$ cat config.mk
export PLATFORM = sky130hd
export DESIGN_NAME = ar3p_csr
export DESIGN_NICKNAME = d
export VERILOG_FILES = /design/src/rtl/core/ar3p_pkg.sv /design/src/rtl/core/ar3p_csr.sv
export SDC_FILE = /design/constraint.sdc
export NUM_CORES = 1
export LEC_CHECK = 0
export BUFFER_PORTS_ARGS = -buffer_cell sky130_fd_sc_hd__buf_2
export CORE_ASPECT_RATIO = 1.2
export CORE_MARGIN = 3
export CORE_UTILIZATION = 38
export DETAILED_ROUTE_END_ITERATION = 10
export HOLD_SLACK_MARGIN = 0.1
export PLACE_DENSITY = 0.82
export SYNTH_ARGS = -nofsm -noshare
export SYNTH_HDL_FRONTEND = slang
export SYNTH_SLANG_ARGS = --single-unit
$ cat constraint.sdc
create_clock -name clock -period 1.2 [get_ports clock]
set_clock_uncertainty 0.2 [all_clocks]
set_input_delay 0.12 -clock clock [delete_from_list [all_inputs] [get_ports clock]]
set_output_delay 0.12 -clock clock [all_outputs]
set_load 0.02 [all_outputs]
$ cat src/rtl/core/ar3p_pkg.sv
// Shared widths, constants, configuration and coefficient types for the point rotator.
// The CORDIC arctangent table lives here as a function. No dependencies.
package ar3p_pkg;

   localparam int COORD_WIDTH   = 32;
   localparam int ANGLE_WIDTH   = 16;
   localparam int COEF_WIDTH    = 32;
   localparam int FRAC_SHIFT    = 30;
   localparam int TURN_WIDTH    = 32;
   localparam int CORDIC_STEPS  = 30;
   localparam int STEP_WIDTH    = $clog2(CORDIC_STEPS);
   localparam int XY_WIDTH      = 34;
   localparam int Z_WIDTH       = 33;
   localparam int PROD_WIDTH    = COORD_WIDTH + COEF_WIDTH;
   localparam int SUM_WIDTH     = PROD_WIDTH + 1;
   localparam int CSR_ADDR_WIDTH = 3;
   localparam int CSR_DATA_WIDTH = 32;

   localparam logic [CSR_ADDR_WIDTH-1:0] CSR_AXIS_ADDR  = CSR_ADDR_WIDTH'(0);
   localparam logic [CSR_ADDR_WIDTH-1:0] CSR_ANGLE_ADDR = CSR_ADDR_WIDTH'(4);

   localparam logic signed [XY_WIDTH-1:0] CORDIC_GAIN = XY_WIDTH'(652032874);
   localparam logic signed [XY_WIDTH-1:0] ONE_Q30     = XY_WIDTH'(1073741824);

   typedef enum logic [1:0] {
      AXIS_X    = 2'd0,
      AXIS_Y    = 2'd1,
      AXIS_Z    = 2'd2,
      AXIS_NONE = 2'd3
   } axis_type;

   typedef enum logic [1:0] {
      CORDIC_LOAD,
      CORDIC_RUN,
      CORDIC_MAP,
      CORDIC_IDLE
   } cordic_state_type;

   typedef struct packed {
      axis_type                axis;
      logic [ANGLE_WIDTH-1:0]  angle;
      logic                    angle_load;
   } cfg_type;

   typedef struct packed {
      logic signed [COEF_WIDTH-1:0] c;
      logic signed [COEF_WIDTH-1:0] s;
      logic signed [COEF_WIDTH-1:0] ns;
   } coef_type;

   // arctangent of 2^-i in units of 2^-32 turn
   function automatic logic [TURN_WIDTH-1:0] cordic_arc(input logic [STEP_WIDTH-1:0] idx);
      logic [TURN_WIDTH-1:0] arc;
      unique case (idx)
         5'd0:    arc = 32'h20000000;
         5'd1:    arc = 32'h12E4051E;
         5'd2:    arc = 32'h09FB385B;
         5'd3:    arc = 32'h051111D4;
         5'd4:    arc = 32'h028B0D43;
         5'd5:    arc = 32'h0145D7E1;
         5'd6:    arc = 32'h00A2F61E;
         5'd7:    arc = 32'h00517C55;
         5'd8:    arc = 32'h0028BE53;
         5'd9:    arc = 32'h00145F2F;
         5'd10:   arc = 32'h000A2F98;
         5'd11:   arc = 32'h000517CC;
         5'd12:   arc = 32'h00028BE6;
         5'd13:   arc = 32'h000145F3;
         5'd14:   arc = 32'h0000A2F9;
         5'd15:   arc = 32'h0000517C;
         5'd16:   arc = 32'h000028BE;
         5'd17:   arc = 32'h0000145F;
         5'd18:   arc = 32'h00000A2F;
         5'd19:   arc = 32'h00000517;
         5'd20:   arc = 32'h0000028B;
         5'd21:   arc = 32'h00000145;
         5'd22:   arc = 32'h000000A2;
         5'd23:   arc = 32'h00000051;
         5'd24:   arc = 32'h00000028;
         5'd25:   arc = 32'h00000014;
         5'd26:   arc = 32'h0000000A;
         5'd27:   arc = 32'h00000005;
         5'd28:   arc = 32'h00000002;
         5'd29:   arc = 32'h00000001;
         default: arc = '0;
      endcase
      return arc;
   endfunction

endpackage

$ cat src/rtl/core/ar3p_csr.sv
// APB-style register file: rotation axis and rotation angle.
// Depends on ar3p_pkg.
module ar3p_csr import ar3p_pkg::*; (
   input  logic                       clock,
   input  logic                       reset,
   input  logic                       psel,
   input  logic                       penable,
   input  logic                       pwrite,
   input  logic [CSR_ADDR_WIDTH-1:0]  paddr,
   input  logic [CSR_DATA_WIDTH-1:0]  pwdata,
   output logic [CSR_DATA_WIDTH-1:0]  prdata,
   output logic                       pready,
   output cfg_type                    cfg
);

   axis_type                axis_ff, axis_in;
   logic [ANGLE_WIDTH-1:0]  angle_ff, angle_in;
   logic                    wr_en;
   logic                    sel_angle;

   assign pready    = 1'b1;
   assign wr_en     = psel && penable && pwrite;
   assign sel_angle = paddr[2];

   always_comb begin
      axis_in  = axis_ff;
      angle_in = angle_ff;
      if (wr_en && !sel_angle) begin
         axis_in = axis_type'(pwdata[1:0]);
      end
      if (wr_en && sel_angle) begin
         angle_in = pwdata[ANGLE_WIDTH-1:0];
      end
   end

   always_ff @(posedge clock) begin
      if (reset) begin
         axis_ff  <= AXIS_X;
         angle_ff <= '0;
      end else begin
         axis_ff  <= axis_in;
         angle_ff <= angle_in;
      end
   end

   always_comb begin
      if (sel_angle) begin
         prdata = CSR_DATA_WIDTH'(angle_ff);
      end else begin
         prdata = CSR_DATA_WIDTH'(axis_ff);
      end
   end

   assign cfg.axis       = axis_ff;
   assign cfg.angle      = angle_ff;
   assign cfg.angle_load = wr_en && sel_angle;

endmodule

==> impl_metrics.csv <==
group,metric,value,unit
logic_synthesis,synth_seq_area_share,0.338,
place,placed_area,0.00133,sq mm
run_status,failed_checks,"setup timing",
place,place_hpwl,1.65,mm
grt,grt_pass1_wl,5.43,mm
cells_and_area,fin_area,0.00190,sq mm
hold_path,whs_endpoint,"angle_ff[1]",
route,drcViolationCount,0,
power_and_ir_drop,leakage,0.918,nW
grt,grt.total_usage,0.213,
logic_synthesis,synth-main-ff-cell,"dfxtp_1",
timing,min_period,1.37,ns
logic_synthesis,avgSynthCellArea,9.44,sq um
route,viasPerCell,4.46,
grt,grt_pass1_vias,1127,
hold_path,hp-start,"reset",
grt,grt.overflow.total,0,
setup_path,r2r_slack,0.09,ns
die,die_h,64.1,microns
logic_synthesis,yosys-top-cells-count,"34 x nand2b_1, 18 x dfxtp_1, 18 x mux2i_1, 17 x buf_4, 10 x and2_1",
cells_and_area,syn_to_final_growth,78.1,%
logic_synthesis,synth_area_leaders,"dfxtp_1 34%, nand2b_1 20%, mux2i_1 17%",
power_and_ir_drop,vdd_drop_max,0.610,mV
grt,antenna_found_initial,0,
clock_tree,root_buffer,"clkbuf_4",
route,ant_nets,0,
power_and_ir_drop,p_seq_frac,0.468,
timing,grt_setup_unrepaired,"true",
clock_tree,cts_sinks,18,
hold_path,hold_path_depth,3,
cells_and_area,insertedDiodeCount,0,
run,drv_cap,0,
timing,setup-violations-final,14,
logic_synthesis,synth.cell_area,0.00107,sq mm
timing,slew_viol_final,0,
run_status,status,"finished with violations",
setup_path,critPathKind,"reg -> out",
die,core.rowCount,20,
die,io-pin-count,92,
setup_path,r2r_end,"axis_ff[0]",
setup_path,critPathMaxFanout,2,
logic_synthesis,synth_most_common_cell,"nand2b_1",
logic_synthesis,synth_top_area_frac,0.338,
clock_tree,insertion_delay,0.28,ns
place,routabilityCongestion,0.718,
power_and_ir_drop,switching_share,0.275,
power_and_ir_drop,p_sw,0.366,mW
setup_path,end_kind,"output port",
place,preCtsSetupSlack,-0.00876,ns
logic_synthesis,synth_edf_count,0,
clock_tree,path_clk_slew,0.11,ns
power_and_ir_drop,power.total,1.33,mW
hold_path,hp-class,"in -> reg",
grt,grt_max_degree,23,
setup_path,rr_worst_depth,4,
place,dp.cells,200,
route,drt_pass1_iterations,4,
cells_and_area,nets,245,
setup_path,cp.required,0.88,ns
power_and_ir_drop,power_frac_clock,0.281,
power_and_ir_drop,power_frac_comb,0.251,
clock_tree,cts_made_buffers,3,
cells_and_area,instances_no_fill,237,
die,die_width,54.4,microns
logic_synthesis,ys_warn_count,0,
die,start_util,0.410,
die,core-area,0.00260,sq mm
timing,final_hold_viol_count,0,
timing,setup_tns,-0.562,ns
clock_tree,cts_buffer_depth,2,
cells_and_area,layout-drive-gt1-share,0.559,
setup_path,r2r_start,"axis_ff[0]",
timing,fin_crit_sh,1.14,
clock_tree,cts_tree,"yes",
route,drtIter0Drc,8,
die,die-area,0.00348,sq mm
route,drt-total-wl,3.57,mm
timing,fmax,728,MHz
logic_synthesis,synth_top_area_cell,"dfxtp_1",
clock_tree,htreeDepth,1,
logic_synthesis,synth_seq_cells,18,
power_and_ir_drop,powerDensity,700,mW/mm^2
logic_synthesis,async_flop_share,0,
logic_synthesis,synthDistinctLibCells,13,
power_and_ir_drop,internal-power,0.965,mW
route,wl_per_cell,15.1,microns
place,io_buffers,56,
route,route.vias.total,1058,
setup_path,worstPathArrival,1.05,ns
setup_path,startpoint_type,"flip-flop",
logic_synthesis,syn-instance-count,113,
timing,setup_ws,-0.173,ns
[power by group through the flow]
stage | logic (mW) | registers, mW | clock network, mW
floorplan | 0.173 | 0.648 | 0
global placement | 0.224 | 0.632 | 0
detailed placement | 0.226 | 0.633 | 0
CTS | 0.313 | 0.621 | 0.384
global route | 0.359 | 0.625 | 0.407
finish | 0.334 | 0.623 | 0.374
[worst max path at each step]
stage | start | slack (ns) | cells past startpoint | to
2_1_floorplan | pwrite | 0.16 | 4 | angle_ff[1]
3_3_place_gp | paddr[2] | -0.009 | 4 | angle_ff[13]
3_5_place_dp | paddr[2] | -0.009 | 4 | angle_ff[8]
4_1_cts | axis_ff[0] | -0.16 | 2 | prdata[0]
5_1_grt | axis_ff[0] | -0.20 | 2 | prdata[0]
6_report | axis_ff[1] | -0.17 | 2 | prdata[1]
[final cells by class]
cell class,instances,area (sq um)
Multi-Input combinational cell,87,627
Clock buffer,4,36.3
Sequential cell,18,383
Fill cell,174,702
Tap cell,33,41.3
Timing Repair Buffer,95,813
[what timing repair did]
item / 4_1_cts / 5_1_grt
endpoints found under the setup margin: 16 / 32
setup buffers: 9 / 7
hold buffers: 20 / 0
endpoints found under the hold margin: 18 / 0
gates resized for setup: 84 / 8
[critical path: stages, from the launching register on]
cell     delay, ns
dfxtp_2       0.35
mux2_4        0.27
buf_6         0.13
[logic make-up after synthesis]
| kind of cell | after synthesis | synth area share |
|---|---|---|
| simple gates | 50 | 0.302 |
| buf+inv | 23 | 0.163 |
| mux | 20 | 0.190 |
| flops | 18 | 0.338 |
| other cells | 2 | 0.00704 |
[placed cells by master, fill, tap and decap left out, drive strengths merged]
master,instances
buf,76
nand2b,34
dlygate4sd3,19
and2,14
nand4b,1
dfxtp,18
and4,1
mux2i,18
conb,17
mux2,2
clkbuf,4
[metal layers]
| metal | track usage | vias to the layer above | part of all wire | wire length, microns |
|---|---|---|---|---|
| li1 | - | 504 | - | - |
| met1 | 0.233 | 489 | 0.37 | 1320 |
| met2 | 0.377 | 57 | 0.54 | 1940 |
| met3 | 0.0513 | 8 | 0.062 | 220 |
| met4 | 0.0810 | 0 | 0.025 | 89 |
| met5 | 0 | - | 0 | 0 |
[registers in the layout, indices dropped and copies added, names as in the netlist]
signal,count
angle_ff,16
axis_ff,2
[per-stage QoR]
stage | util | hold slack [ns]
2_1_floorplan | - | 0.0747
3_3_place_gp | 0.511 | 0.184
3_5_place_dp | 0.511 | 0.189
4_1_cts | 0.711 | 0.0652
5_1_grt | 0.730 | 0.0701
6_report | 0.730 | 0.0514
No activity file was read; power rests on OpenSTA's default activity.
