[src/rtl/core/ar3p_pkg.sv]
// Shared widths, constants, configuration and coefficient types for the point rotator.
// The CORDIC arctangent table lives here as a function. No dependencies.
package ar3p_pkg;

   localparam int COORD_WIDTH   = 32;
   localparam int ANGLE_WIDTH   = 16;
   localparam int COEF_WIDTH    = 32;
   localparam int FRAC_SHIFT    = 30;
   localparam int TURN_WIDTH    = 32;
   localparam int CORDIC_STEPS  = 30;
   localparam int STEP_WIDTH    = $clog2(CORDIC_STEPS);
   localparam int XY_WIDTH      = 34;
   localparam int Z_WIDTH       = 33;
   localparam int PROD_WIDTH    = COORD_WIDTH + COEF_WIDTH;
   localparam int SUM_WIDTH     = PROD_WIDTH + 1;
   localparam int CSR_ADDR_WIDTH = 3;
   localparam int CSR_DATA_WIDTH = 32;

   localparam logic [CSR_ADDR_WIDTH-1:0] CSR_AXIS_ADDR  = CSR_ADDR_WIDTH'(0);
   localparam logic [CSR_ADDR_WIDTH-1:0] CSR_ANGLE_ADDR = CSR_ADDR_WIDTH'(4);

   localparam logic signed [XY_WIDTH-1:0] CORDIC_GAIN = XY_WIDTH'(652032874);
   localparam logic signed [XY_WIDTH-1:0] ONE_Q30     = XY_WIDTH'(1073741824);

   typedef enum logic [1:0] {
      AXIS_X    = 2'd0,
      AXIS_Y    = 2'd1,
      AXIS_Z    = 2'd2,
      AXIS_NONE = 2'd3
   } axis_type;

   typedef enum logic [1:0] {
      CORDIC_LOAD,
      CORDIC_RUN,
      CORDIC_MAP,
      CORDIC_IDLE
   } cordic_state_type;

   typedef struct packed {
      axis_type                axis;
      logic [ANGLE_WIDTH-1:0]  angle;
      logic                    angle_load;
   } cfg_type;

   typedef struct packed {
      logic signed [COEF_WIDTH-1:0] c;
      logic signed [COEF_WIDTH-1:0] s;
      logic signed [COEF_WIDTH-1:0] ns;
   } coef_type;

   // arctangent of 2^-i in units of 2^-32 turn
   function automatic logic [TURN_WIDTH-1:0] cordic_arc(input logic [STEP_WIDTH-1:0] idx);
      logic [TURN_WIDTH-1:0] arc;
      unique case (idx)
         5'd0:    arc = 32'h20000000;
         5'd1:    arc = 32'h12E4051E;
         5'd2:    arc = 32'h09FB385B;
         5'd3:    arc = 32'h051111D4;
         5'd4:    arc = 32'h028B0D43;
         5'd5:    arc = 32'h0145D7E1;
         5'd6:    arc = 32'h00A2F61E;
         5'd7:    arc = 32'h00517C55;
         5'd8:    arc = 32'h0028BE53;
         5'd9:    arc = 32'h00145F2F;
         5'd10:   arc = 32'h000A2F98;
         5'd11:   arc = 32'h000517CC;
         5'd12:   arc = 32'h00028BE6;
         5'd13:   arc = 32'h000145F3;
         5'd14:   arc = 32'h0000A2F9;
         5'd15:   arc = 32'h0000517C;
         5'd16:   arc = 32'h000028BE;
         5'd17:   arc = 32'h0000145F;
         5'd18:   arc = 32'h00000A2F;
         5'd19:   arc = 32'h00000517;
         5'd20:   arc = 32'h0000028B;
         5'd21:   arc = 32'h00000145;
         5'd22:   arc = 32'h000000A2;
         5'd23:   arc = 32'h00000051;
         5'd24:   arc = 32'h00000028;
         5'd25:   arc = 32'h00000014;
         5'd26:   arc = 32'h0000000A;
         5'd27:   arc = 32'h00000005;
         5'd28:   arc = 32'h00000002;
         5'd29:   arc = 32'h00000001;
         default: arc = '0;
      endcase
      return arc;
   endfunction

endpackage

[src/rtl/core/ar3p_cordic.sv]
// Iterative CORDIC: one micro-rotation per cycle, then quadrant fold and clamp to Q2.30.
// Recomputes after reset and after every angle write. Depends on ar3p_pkg.
module ar3p_cordic import ar3p_pkg::*; (
   input  logic     clock,
   input  logic     reset,
   input  cfg_type  cfg,
   output coef_type coef,
   output logic     busy
);

   localparam logic [STEP_WIDTH-1:0] LAST_STEP = STEP_WIDTH'(CORDIC_STEPS - 1);

   cordic_state_type              state_ff, state_in;
   logic [STEP_WIDTH-1:0]         step_ff, step_in;
   logic [1:0]                    quad_ff, quad_in;
   logic signed [XY_WIDTH-1:0]    x_ff, x_in;
   logic signed [XY_WIDTH-1:0]    y_ff, y_in;
   logic signed [Z_WIDTH-1:0]     z_ff, z_in;
   coef_type                      coef_ff, coef_in;
   logic signed [XY_WIDTH-1:0]    x_sh, y_sh;
   logic signed [Z_WIDTH-1:0]     arc;
   logic signed [XY_WIDTH-1:0]    c_raw, s_raw, c_clamp, s_clamp;
   logic                          do_load, do_step, do_map;

   always_comb begin
      state_in = state_ff;
      unique case (state_ff)
         CORDIC_LOAD: state_in = CORDIC_RUN;
         CORDIC_RUN:  state_in = (step_ff == LAST_STEP) ? CORDIC_MAP : CORDIC_RUN;
         CORDIC_MAP:  state_in = CORDIC_IDLE;
         CORDIC_IDLE: state_in = CORDIC_IDLE;
         default:     state_in = CORDIC_LOAD;
      endcase
      if (cfg.angle_load) begin
         state_in = CORDIC_LOAD;
      end
   end

   always_comb begin
      do_load = 1'b0;
      do_step = 1'b0;
      do_map  = 1'b0;
      busy    = 1'b1;
      unique case (state_ff)
         CORDIC_LOAD: do_load = 1'b1;
         CORDIC_RUN:  do_step = 1'b1;
         CORDIC_MAP:  do_map  = 1'b1;
         CORDIC_IDLE: busy    = 1'b0;
         default:     busy    = 1'b1;
      endcase
   end

   assign x_sh = x_ff >>> step_ff;
   assign y_sh = y_ff >>> step_ff;
   assign arc  = Z_WIDTH'(cordic_arc(step_ff));

   always_comb begin
      case (quad_ff)
         2'd0:    begin c_raw = x_ff;  s_raw = y_ff;  end
         2'd1:    begin c_raw = -y_ff; s_raw = x_ff;  end
         2'd2:    begin c_raw = -x_ff; s_raw = -y_ff; end
         default: begin c_raw = y_ff;  s_raw = -x_ff; end
      endcase
      c_clamp = c_raw;
      s_clamp = s_raw;
      if (c_raw > ONE_Q30)  c_clamp = ONE_Q30;
      if (c_raw < -ONE_Q30) c_clamp = -ONE_Q30;
      if (s_raw > ONE_Q30)  s_clamp = ONE_Q30;
      if (s_raw < -ONE_Q30) s_clamp = -ONE_Q30;
   end

   always_comb begin
      step_in = step_ff;
      quad_in = quad_ff;
      x_in    = x_ff;
      y_in    = y_ff;
      z_in    = z_ff;
      coef_in = coef_ff;
      if (do_load) begin
         step_in = '0;
         quad_in = cfg.angle[ANGLE_WIDTH-1 -: 2];
         x_in    = CORDIC_GAIN;
         y_in    = '0;
         z_in    = Z_WIDTH'({cfg.angle[ANGLE_WIDTH-3:0], {(TURN_WIDTH-ANGLE_WIDTH){1'b0}}});
      end
      if (do_step) begin
         step_in = step_ff + STEP_WIDTH'(1);
         if (!z_ff[Z_WIDTH-1]) begin
            x_in = x_ff - y_sh;
            y_in = y_ff + x_sh;
            z_in = z_ff - arc;
         end else begin
            x_in = x_ff + y_sh;
            y_in = y_ff - x_sh;
            z_in = z_ff + arc;
         end
      end
      if (do_map) begin
         coef_in.c  = COEF_WIDTH'(c_clamp);
         coef_in.s  = COEF_WIDTH'(s_clamp);
         coef_in.ns = COEF_WIDTH'(-s_clamp);
      end
   end

   always_ff @(posedge clock) begin
      if (reset) begin
         state_ff <= CORDIC_LOAD;
      end else begin
         state_ff <= state_in;
      end
   end

   always_ff @(posedge clock) begin
      step_ff <= step_in;
      quad_ff <= quad_in;
      x_ff    <= x_in;
      y_ff    <= y_in;
      z_ff    <= z_in;
      coef_ff <= coef_in;
   end

   assign coef = coef_ff;

endmodule

[config.mk]
export PLATFORM = sky130hd
export DESIGN_NAME = ar3p_cordic
export DESIGN_NICKNAME = d
export VERILOG_FILES = /design/src/rtl/core/ar3p_pkg.sv /design/src/rtl/core/ar3p_cordic.sv
export SDC_FILE = /design/constraint.sdc
export NUM_CORES = 1
export LEC_CHECK = 0
export BUFFER_PORTS_ARGS = -buffer_cell sky130_fd_sc_hd__buf_4
export CELL_PAD_IN_SITES_DETAIL_PLACEMENT = 2
export CELL_PAD_IN_SITES_GLOBAL_PLACEMENT = 2
export CORE_MARGIN = 3
export CORE_UTILIZATION = 36
export CTS_BUF_LIST = sky130_fd_sc_hd__clkbuf_16
export DETAILED_ROUTE_END_ITERATION = 16
export PLACE_DENSITY_LB_ADDON = 0.1
export REMOVE_ABC_BUFFERS = 1
export SETUP_SLACK_MARGIN = 0.05
export SLEW_MARGIN = 20
export SYNTH_ARGS = -nofsm -noshare
export SYNTH_HDL_FRONTEND = slang
export SYNTH_SLANG_ARGS = --single-unit
[constraint.sdc]
create_clock -name clock -period 8.2 [get_ports clock]
set_clock_uncertainty 0.15 [all_clocks]
set_input_delay 2.05 -clock clock [delete_from_list [all_inputs] [get_ports clock]]
set_output_delay 2.05 -clock clock [all_outputs]
set_load 0.01 [all_outputs]
==> results.md <==
* Share of the yosys chip area belonging to registers at 0.2778
* Number of top-level pins at 118
* Bufs on Longest Clock Path at 3
* Number of buffers added to fix hold violations after cts at 0
* Depth of the worst hold-timing path at 2
* Xor/xnor cell area share of the yosys netlist at 0.09173
* CTS tree: yes
* Hold Violations, Final at 0
* Register-to-Register Path Depth at 21
* Average wire length per cell after detail routing at 27.18 microns
* Die W at 265.6 microns
* Sinks on Clock Net at 235
* Setup repair after global routing missed its margin: no
* Complex-gate fraction of the synthesized area at 0.2246
* Floorplan Core Area at 66220 sq um
* Flop2flop setup slack at 850 ps
* Final Routed Wirelength at 102.4 mm
* Die outline height at 265.6 microns
* Post-DR vias/cell at 6.201
* FP Rows at 94
* Number of antenna violations at the first check in global routing at 1
* EDFF count, synth at 203
* Dominant combinational cell family by area after synthesis: compound AO/OA/AOI/OAI gates
* Class of the most critical setup path: reg -> reg
* Slew margin rel. at 0.2115
* Top cells by area in the synthesized netlist: sky130_fd_sc_hd__edfxtp_1 25%, sky130_fd_sc_hd__ha_1 5.8%, sky130_fd_sc_hd__xnor2_1 5.4%
* Power density over cell area at 397.0 nW/um^2
* Sequence of cells on the critical path: buf_12 -> mux4_2 -> o22ai_1 -> o221ai_1 -> nor4_1 -> nor4b_1 -> buf_4 -> nor3b_1 -> and3b_1 -> mux2i_1 -> a22oi_1 -> ha_1 -> and3_1 -> or4_1 -> o21ai_0 -> a31oi_1 -> a221oi_1 -> o21ai_0 -> a221oi_1 -> xnor2_1 -> nor2_1
* Pin count of the biggest net entering global routing at 92
* Number of buffers created by CTS at 31
* Status: completed
* Most numerous cell in the Yosys netlist: sky130_fd_sc_hd__nor2_1
* Area Overhead vs Synth at 11.23%
* Time the worst path needs with I/O delays and setup at 7347 ps
* Number of vias after detailed routing at 23350
* Clock transition at the registers of the reported paths at 60 ps
* Delay of the slowest cell on the worst path at 650 ps
* Top_reg_cell synth: sky130_fd_sc_hd__edfxtp_1
* Power after layout at 10.71 mW
* Net count, final at 3013
* Number of global-route vias before repair at 24720
* Element type at the critical path end: flip-flop
* Max Cap Viol at 0
* Maximum frequency from static timing analysis at 0.1361 GHz
* Global-route usage over all layers at 0.2815
* Detailed-placement wirelength estimate at 77.40 mm
* Fill cell instance count of the final layout at 7299
* Number of remaining DRC errors at 0
* Arrival time at the worst endpoint at 7530 ps
* Fraction of layout instances using a drive strength above 1 at 0.1386
* Maximum vdd ir drop at 0.0003513 V
* Share of synthesized cell area in and, or, nand and nor gates at 0.1959
* Largest fanout on the critical path at 48
* Final weighted congestion in routability-driven placement at 0.9398
* Startpoint type of the worst setup path: flip-flop
* Fin util at 0.4074
* H-tree levels at 1
* Iteration-0 DRC count of the detailed router at 1728
* Ranking of synthesized cells by instance count: 334 x sky130_fd_sc_hd__nor2_1, 241 x sky130_fd_sc_hd__nand2_1, 207 x sky130_fd_sc_hd__a21oi_1
* Crit path buffers/inverters at 2
* Leakage component of the power at 10.27 nW
* CP required at 8380 ps
* CP Depth at 21
* Distinct cells, synth at 99
* Insertion delay of the later-clocked pin in the worst-skew pair at 620 ps
* Adder and majority gate portion of the synthesized area at 0.06077
* Cell Area, Synth at 24250 sq um
* Flip-flop and latch count after synthesis at 235
* Dominant cell type by area after synthesis: sky130_fd_sc_hd__edfxtp_1
* Total die area at 70520 sq um
* PostCTS Resize Cnt at 0
* Count of final max-slew check failures at 0
* # Post-CTS Setup Buffers at 0
* Final-report setup violation count at 0
* Total area of multi-input combinational cells at 16480 sq um
* First-pass GRT wire length at 155.2 mm
* Effective utilization at floorplan at 0.3663
* Standard cell with the maximum stage delay on the critical path: sky130_fd_sc_hd__mux4_2
* Area fraction of the dominant cell type after synthesis at 0.2513
* Worst hold-check path type: reg -> reg
* Global-route congestion overflow total at 0
* Share of async-settable or async-resettable flops after synthesis at 0
* Final cycle utilization of the critical path at 0.8960
* Worst slew pin tran at 1172 ps
* Mux contribution to synthesized area at 0.1045
* Sequential cell area at 6736 sq um
* Yosys synthesis warning count at 0
* Gate count of the mapped netlist at 2861
* Post-synthesis average cell area at 8.477 sq um
* Root buffer selected by CTS: sky130_fd_sc_hd__clkbuf_16
* Length of the first detailed-routing pass in iterations at 5
* Family with the most delay on the worst path: simple AND/OR/NAND/NOR gates
* Post-DRT Antenna Nets at 0
* Port-buffer cells at 115
==> metrics by stage <==
| stage | cells | hold slack [ps] | area [sq um] | worst slack, ps | setup TNS (ps) |
|---|---|---|---|---|---|
| 2_1_floorplan | 2651 | 390.3 | 23370 | -352.3 | -2387 |
| 3_3_place_gp | 3707 | 490.2 | 26000 | 956.5 | 0 |
| 3_5_place_dp | 3707 | 507.9 | 26000 | 879.9 | 0 |
| 4_1_cts | 3764 | 529.0 | 26970 | 854.0 | 0 |
| 5_1_grt | 3764 | 605.7 | 26970 | 300.2 | 0 |
| 6_report | 3766 | 517.4 | 26980 | 852.6 | 0 |
==> area by class of cell <==
| class | instances | area share |
|---|---|---|
| clock buffer | 32 | 0.02968 |
| timing repair buffer | 192 | 0.05529 |
| inverter | 54 | 0.007606 |
| antenna | 2 | 0.0001855 |
| tap | 864 | 0.04007 |
| clock inverter | 25 | 0.006447 |
| sequential | 235 | 0.2497 |
| multi-input combinational | 2362 | 0.6110 |
==> routing by layer <==
layer	global-route usage	vias up	part of all wire
met5	0	-	0
met4	0.08538	0	0.033
met3	0.02433	131	0.040
met2	0.4764	507	0.47
met1	0.3829	11990	0.46
li1	-	10730	-
==> worst paths after layout <==
check | from | endpoint
max | step_ff[1] | y_ff[33]
min | z_ff[0] | z_ff[0]
max reg2reg | step_ff[1] | y_ff[33]
min reg2reg | z_ff[0] | z_ff[0]
==> tightest hold or removal path: stages, from the launching register on <==
cell and delay (ps):
sky130_fd_sc_hd__edfxtp_1 330, sky130_fd_sc_hd__ha_1 130, sky130_fd_sc_hd__and2_1 110
==> cells by family after synthesis <==
kind of cell / count (synthesis)
xor gates and xnor gates: 254
adders and majority gates: 116
buffers and inverters: 264
and+or+nand+nor: 984
DFF: 235
AOI/OAI and AO/OA: 832
muxes: 176
==> placed cells by master, fill, tap and decap left out, types with 32 or more instances in the layout <==
cell | netlist | routed
sky130_fd_sc_hd__a211oi_1 | 42 | 42
sky130_fd_sc_hd__xnor2_1 | 150 | 150
sky130_fd_sc_hd__mux2_2 | 37 | 37
sky130_fd_sc_hd__o31ai_1 | 37 | 37
sky130_fd_sc_hd__dfxtp_1 | 32 | 32
sky130_fd_sc_hd__nor3_1 | 74 | 73
sky130_fd_sc_hd__o22ai_1 | 44 | 42
sky130_fd_sc_hd__nand3_1 | 34 | 34
sky130_fd_sc_hd__nand2_1 | 241 | 240
sky130_fd_sc_hd__a21o_1 | 46 | 46
sky130_fd_sc_hd__a21oi_1 | 207 | 207
sky130_fd_sc_hd__ha_1 | 113 | 113
sky130_fd_sc_hd__inv_1 | 50 | 54
sky130_fd_sc_hd__edfxtp_1 | 203 | 203
sky130_fd_sc_hd__xor2_1 | 104 | 104
sky130_fd_sc_hd__nor2_1 | 334 | 333
sky130_fd_sc_hd__o21ai_0 | 176 | 175
sky130_fd_sc_hd__buf_4 | 2 | 188
sky130_fd_sc_hd__clkbuf_16 | 0 | 32
sky130_fd_sc_hd__mux4_2 | 58 | 58
sky130_fd_sc_hd__mux2i_1 | 81 | 81
sky130_fd_sc_hd__nand2b_1 | 50 | 50
sky130_fd_sc_hd__a31oi_1 | 44 | 44
==> flip-flops by register name, indices dropped and copies added, names as in the netlist <==
name,count
x_ff,34
z_ff,33
arc,30
y_ff,34
quad_ff,2
state_ff,2
step_ff,5
coef,95
==> power by group <==
part / switching, mW / internal (mW) / total (mW)
logic: 4.40 / 2.94 / 7.34
registers: 0.443 / 1.58 / 2.03
clock network: 0.603 / 0.742 / 1.35
Power figures use the tool's default switching activity.
